$ cat src/hw/rtl/tbrl_pkg.sv
// Shared types, constants and helpers for the token bucket request limiter.
`timescale 1ns / 1ps
`default_nettype none

package tbrl_pkg;

   // Field widths fixed by the interface.
   localparam int WORD_W      = 32;
   localparam int INDEX_W     = 8;
   localparam int INDEX_DEPTH = 2 ** INDEX_W;

   // Default bucket count.
   localparam int NUM_BUCKETS_DEFAULT = 256;

   // Control register map.
   localparam int CSR_INDEX_W = 1;
   localparam logic [CSR_INDEX_W-1:0] CSR_BUCKET_CAPACITY   = 1'd0;
   localparam logic [CSR_INDEX_W-1:0] CSR_TOKENS_PER_SECOND = 1'd1;

   // Register values after reset.
   localparam logic [WORD_W-1:0] CAPACITY_RESET = 32'd10;
   localparam logic [WORD_W-1:0] RATE_RESET     = 32'd1;

   // One stored bucket: token count and time of the last refill.
   typedef struct packed {
      logic [WORD_W-1:0] tokens;
      logic [WORD_W-1:0] refill_time;
   } bucket_entry_type;

   // Stage controls from the sequencer to the refill datapath.
   typedef struct packed {
      logic load_entry;
      logic load_gain;
      logic fwd_hit;
   } step_ctrl_type;

   // One result word.
   typedef struct packed {
      logic              allowed;
      logic [WORD_W-1:0] tokens_left;
      logic [WORD_W-1:0] retry_seconds;
   } rsp_word_type;

   // Address width for a store of the given depth.
   function automatic int addr_width(input int depth);
      int result;
      result = (depth > 1) ? $clog2(depth) : 1;
      return result;
   endfunction

endpackage

`default_nettype wire

$ cat src/hw/rtl/tbrl_refill_unit.sv
// Refill datapath: elapsed time, token gain, clamp, take and retry delay.
`timescale 1ns / 1ps
`default_nettype none

module tbrl_refill_unit (
   input  wire                               clock,
   input  tbrl_pkg::step_ctrl_type           ctrl,
   input  tbrl_pkg::bucket_entry_type        mem_entry,
   input  wire                               mem_used,
   input  tbrl_pkg::bucket_entry_type        fwd_entry,
   input  wire  [tbrl_pkg::WORD_W-1:0]       capacity,
   input  wire  [tbrl_pkg::WORD_W-1:0]       rate,
   input  wire  [tbrl_pkg::WORD_W-1:0]       now_seconds,
   output tbrl_pkg::rsp_word_type            result,
   output tbrl_pkg::bucket_entry_type        wb_entry
);
   import tbrl_pkg::*;

   bucket_entry_type    base;
   logic                fresh;
   logic [WORD_W-1:0]   held_in;
   logic [WORD_W-1:0]   last_in;
   logic                moved;
   logic [WORD_W-1:0]   held_ff;
   logic [WORD_W-1:0]   last_ff;
   logic [WORD_W-1:0]   elapsed_ff;
   logic [WORD_W-1:0]   refill_at_ff;
   logic [2*WORD_W-1:0] gain_in;
   logic [2*WORD_W-1:0] gain_ff;
   logic [WORD_W:0]     next_tick;
   logic [WORD_W:0]     now_ext;
   logic [WORD_W-1:0]   retry_in;
   logic [WORD_W-1:0]   retry_ff;
   logic                over;
   logic [WORD_W:0]     sum;
   logic [WORD_W-1:0]   level;
   logic                allowed;
   logic [WORD_W-1:0]   taken;

   // Entry select: a just-written entry wins over the memory; an unused
   // bucket starts full with its refill time at now.
   always_comb begin
      base    = ctrl.fwd_hit ? fwd_entry : mem_entry;
      fresh   = !(ctrl.fwd_hit || mem_used);
      held_in = fresh ? capacity : base.tokens;
      last_in = fresh ? now_seconds : base.refill_time;
      moved   = now_seconds > last_in;
   end

   // Read stage: elapsed seconds and the new refill time.
   always_ff @(posedge clock) begin
      if (ctrl.load_entry) begin
         held_ff      <= held_in;
         last_ff      <= last_in;
         elapsed_ff   <= moved ? (now_seconds - last_in) : '0;
         refill_at_ff <= moved ? now_seconds : last_in;
      end
   end

   // Gain and retry stage.
   assign gain_in   = (2*WORD_W)'(rate) * (2*WORD_W)'(elapsed_ff);
   assign next_tick = {1'b0, refill_at_ff} + (WORD_W+1)'(1);
   assign now_ext   = {1'b0, now_seconds};
   assign retry_in  = (next_tick > now_ext) ? WORD_W'(next_tick - now_ext) : '0;

   always_ff @(posedge clock) begin
      if (ctrl.load_gain) begin
         gain_ff  <= gain_in;
         retry_ff <= retry_in;
      end
   end

   // Final stage: saturate at capacity, then take one token if there is one.
   always_comb begin
      over    = (gain_ff[2*WORD_W-1:WORD_W] != '0) || (gain_ff[WORD_W-1:0] >= capacity);
      sum     = {1'b0, held_ff} + {1'b0, gain_ff[WORD_W-1:0]};
      level   = (over || (sum > {1'b0, capacity})) ? capacity : sum[WORD_W-1:0];
      allowed = level != '0;
      taken   = level - WORD_W'(1);
   end

   // A refused request leaves the bucket as it was read.
   assign wb_entry.tokens      = allowed ? taken : held_ff;
   assign wb_entry.refill_time = allowed ? refill_at_ff : last_ff;

   assign result.allowed       = allowed;
   assign result.tokens_left   = allowed ? taken : '0;
   assign result.retry_seconds = retry_ff;

endmodule

`default_nettype wire

$ cat config.mk
export PLATFORM = sky130hd
export DESIGN_NAME = tbrl_refill_unit
export DESIGN_NICKNAME = d
export VERILOG_FILES = /design/src/hw/rtl/tbrl_pkg.sv /design/src/hw/rtl/tbrl_refill_unit.sv
export SDC_FILE = /design/constraint.sdc
export NUM_CORES = 2
export LEC_CHECK = 0
export ABC_AREA = 1
export BUFFER_PORTS_ARGS = -buffer_cell sky130_fd_sc_hd__buf_2
export CAP_MARGIN = 40
export CORE_MARGIN = 2
export CORE_UTILIZATION = 40
export CTS_CLUSTER_DIAMETER = 100
export DETAILED_ROUTE_END_ITERATION = 16
export GPL_ROUTABILITY_DRIVEN = 0
export SLEW_MARGIN = 20
export SYNTH_ARGS = -nofsm -noshare
export SYNTH_HDL_FRONTEND = slang
export SYNTH_SLANG_ARGS = --single-unit
$ cat constraint.sdc
create_clock -name clock -period 12.2 [get_ports clock]
set_input_delay 1.22 -clock clock [delete_from_list [all_inputs] [get_ports clock]]
set_output_delay 1.22 -clock clock [all_outputs]
set_load 0.005 [all_outputs]
==> out/qor.csv <==
stage,metric,value,unit
setup_path,crit_path_start_kind,flop,
timing,tightest_slew,893,ps
timing,clock.fmax,112,MHz
synth,syn_area_per_cell,7.80,µm²
detailed_routing,totalWireLength,165000,µm
finish,area_growth,8.62,%
synth,ys_ff_latch,224,
detailed_routing,routed.top_layer,met4,
detailed_routing,wl_per_cell,19.2,µm
finish,fin_util,43.8,%
hold_path,hold_start,refill_at_ff[0]$_DFFE_PP_,
setup_path,cp_max_fo,60,
timing,finalClockSkew,20.3,ps
hold_path,hold_path_class,flop to flop,
die,die_w,365,µm
setup_path,critPathBufInv,5,
place,portBuffers,357,
timing,hold_viol,0,
setup_path,r2r_setup_slack,4260,ps
setup_path,critPathMostFrequentCell,nand2_1,
clock_tree,cts.path.max_buffers,3,
setup_path,endpoint_kind,output pin,
finish,final_nets,8435,
finish,final_layout_size_suffix_gt1_share,7.34,%
detailed_routing,vias,43403,
clock_tree,clock_sinks,224,
setup_path,path_class,flop to output pin,
synth,yosys_most_used_dff,edfxtp_1,
setup_path,cp_slowest_cell,inv_4,
setup_path,max_stage_delay,640,ps
finish,nFillCells,13062,
synth,synth_area,52100,µm²
detailed_routing,drt_iter0_markers,3150,
clock_tree,clkTransAtPathRegs,70,ps
clock_tree,cts_root_buf,clkbuf_16,
timing,tns,0,ps
detailed_routing,drc,0,
job,maxCapViolCount,0,
synth,synth_cell_types,57,
setup_path,worstReg2RegStart,elapsed_ff[2]$_SDFFCE_PN0P_,
global_routing,grt_max_degree,91,
global_routing,grt_pass1_wl,255000,µm
status,status,completed,
global_routing,grt_overflow_total,0,
clock_tree,post_cts_buffers,0,
setup_path,crit_start,held_ff[0]$_DFFE_PP_,
timing,rsz0062_at_grt,no,
detailed_routing,vias_per_cell,5.02,
setup_path,cp.arrival,7690,ps
die,row_count,132,
detailed_routing,drtPass1Iterations,6,
die,die_h,365,µm
timing,setup-violations-final,0,
synth,synthArstFlopShare,0,%
clock_tree,ctsResizeCount,0,
synth,syn_inst,6681,
clock_tree,clock_latency,570,ps
synth,synth_edf_count,224,
timing,slew_headroom,40.5,%
synth,yosysSeqAreaShare,12.9,%
finish,mostFrequentLayoutCells,"nand2_1 (1798), inv_1 (1794), fa_1 (899), ha_1 (425), buf_2 (355)",
setup_path,crit_required,10980,ps
clock_tree,htree_levels,1,
die,io_pins,358,
clock_tree,cts_tree,built,
die,start_util,40.3,%
synth,syn-num-nets,8234,
detailed_routing,wl_met3,9660,µm
global_routing,grt_usage,25.0,%
timing,period_share,73.1,%
synth,ys.warnings.count,0,
global_routing,grt_antenna_before_repair,5,
finish,finalNonFillerCells,8641,
clock_tree,hold_buffers,0,
timing,drv_slew,0,
detailed_routing,ant_nets,0,
die,coreArea,129000,µm²
clock_tree,cts_buffers,25,
finish,layout_commonest_cell,nand2_1,
place,hpwl,131000,µm
die,die_area,133000,µm²
detailed_routing,wl_met1,65300,µm
setup_path,critPathTopFamily,simple AND/OR/NAND/NOR gates,
timing,min_period,8910,ps
detailed_routing,wl_met2,83400,µm
place,dp.cells,8589,
global_routing,grt_pass1_vias,44462,
## cell usage after synthesis, types with 2 or more instances
master | instances | area (µm²)
edfxtp_1 | 224 | 6730
and3_1 | 3 | 18.8
a21o_1 | 15 | 113
o21a_1 | 48 | 360
buf_4 | 4 | 30.0
and2_1 | 3 | 18.8
nor2_1 | 279 | 1050
or2_2 | 8 | 50.1
ha_1 | 425 | 5320
a21oi_2 | 3 | 26.3
inv_1 | 1794 | 6730
nand2_1 | 1799 | 6750
clkbuf_1 | 214 | 803
nor4_1 | 18 | 113
a21boi_0 | 9 | 67.6
fa_1 | 899 | 18000
o211ai_1 | 45 | 338
inv_2 | 3 | 11.3
a221oi_1 | 8 | 70.1
xnor2_1 | 67 | 587
a31oi_1 | 28 | 175
buf_1 | 4 | 15.0
nand4_1 | 23 | 144
nand2_2 | 12 | 75.1
or4_1 | 2 | 15.0
o21bai_1 | 10 | 75.1
inv_4 | 2 | 12.5
xor2_1 | 103 | 902
nor3_1 | 22 | 110
o221ai_1 | 4 | 35.0
o21ai_0 | 138 | 691
a211oi_1 | 2 | 15.0
nor2_4 | 4 | 45.0
nand2_4 | 2 | 22.5
nand3_1 | 90 | 450
buf_2 | 14 | 70.1
o21ai_1 | 23 | 115
o221a_2 | 2 | 22.5
buf_6 | 11 | 124
a22oi_1 | 31 | 233
a21oi_1 | 240 | 1200
nor2_2 | 10 | 62.6
nand3b_1 | 22 | 165
## worst paths after layout
kind,cells after the start,to
worst max register to register,28,gain_ff[47]$_DFFE_PP_
worst min register to register,2,retry_ff[0]$_SDFFCE_PP0P_
worst min-delay path,2,retry_ff[0]$_SDFFCE_PP0P_
worst max-delay path,34,wb_entry[31]
## registers in the layout (all words and copies together), names as in the netlist
signal        count
refill_at_ff     32
elapsed_ff       32
gain_ff          64
retry_ff         32
held_ff          32
last_ff          32
## layout make-up
type	count	area (µm²)	share of cell area [%]
Clock inverter	14	139	0.245
Sequential cell	224	6730	11.9
Clock buffer	28	637	1.13
Timing Repair Buffer	421	2560	4.53
Multi-Input combinational cell	4411	37600	66.4
Tap cell	1742	2180	3.85
Inverter	1799	6760	11.9
Antenna cell	2	5.00	0.00884
## logic make-up (layout without fill, tap and decap cells)
| family | count (synthesis) | after routing | share of synthesized area [%] |
|---|---|---|---|
| AND/OR/NAND/NOR | 2305 | 2305 | 17.6 |
| AO/OA/AOI/OAI | 612 | 612 | 6.89 |
| adder cells (fa/ha/maj) | 1324 | 1324 | 44.8 |
| buffers and inverters | 2046 | 2262 | 15.0 |
| other | 0 | 2 | 0 |
| XOR/XNOR | 170 | 170 | 2.86 |
| flip-flops | 224 | 224 | 12.9 |
## through the flow
stage	area, µm²	hold WS [ps]	setup WS, ps
2_1_floorplan	52100	570	4460
6_report	56600	803	3290
3_5_place_dp	55600	802	3250
4_1_cts	56400	808	3320
3_3_place_gp	55400	786	3300
5_1_grt	56600	831	2660
## worst min-delay path, stage by stage, from the launching register on
cell	delay (ps)
edfxtp_1	410
ha_1	180
nor2_1	50
## routing by layer
metal | track usage [%] | vias to the layer above
met2 | 44.5 | 1524
met1 | 31.1 | 21394
met3 | 2.55 | 331
met4 | 9.58 | 0
met5 | 0 | -
li1 | - | 20154
Power is left out: the tool's default activity adds up to more than one toggle a clock period on the data nets, which glitch-free logic cannot reach.
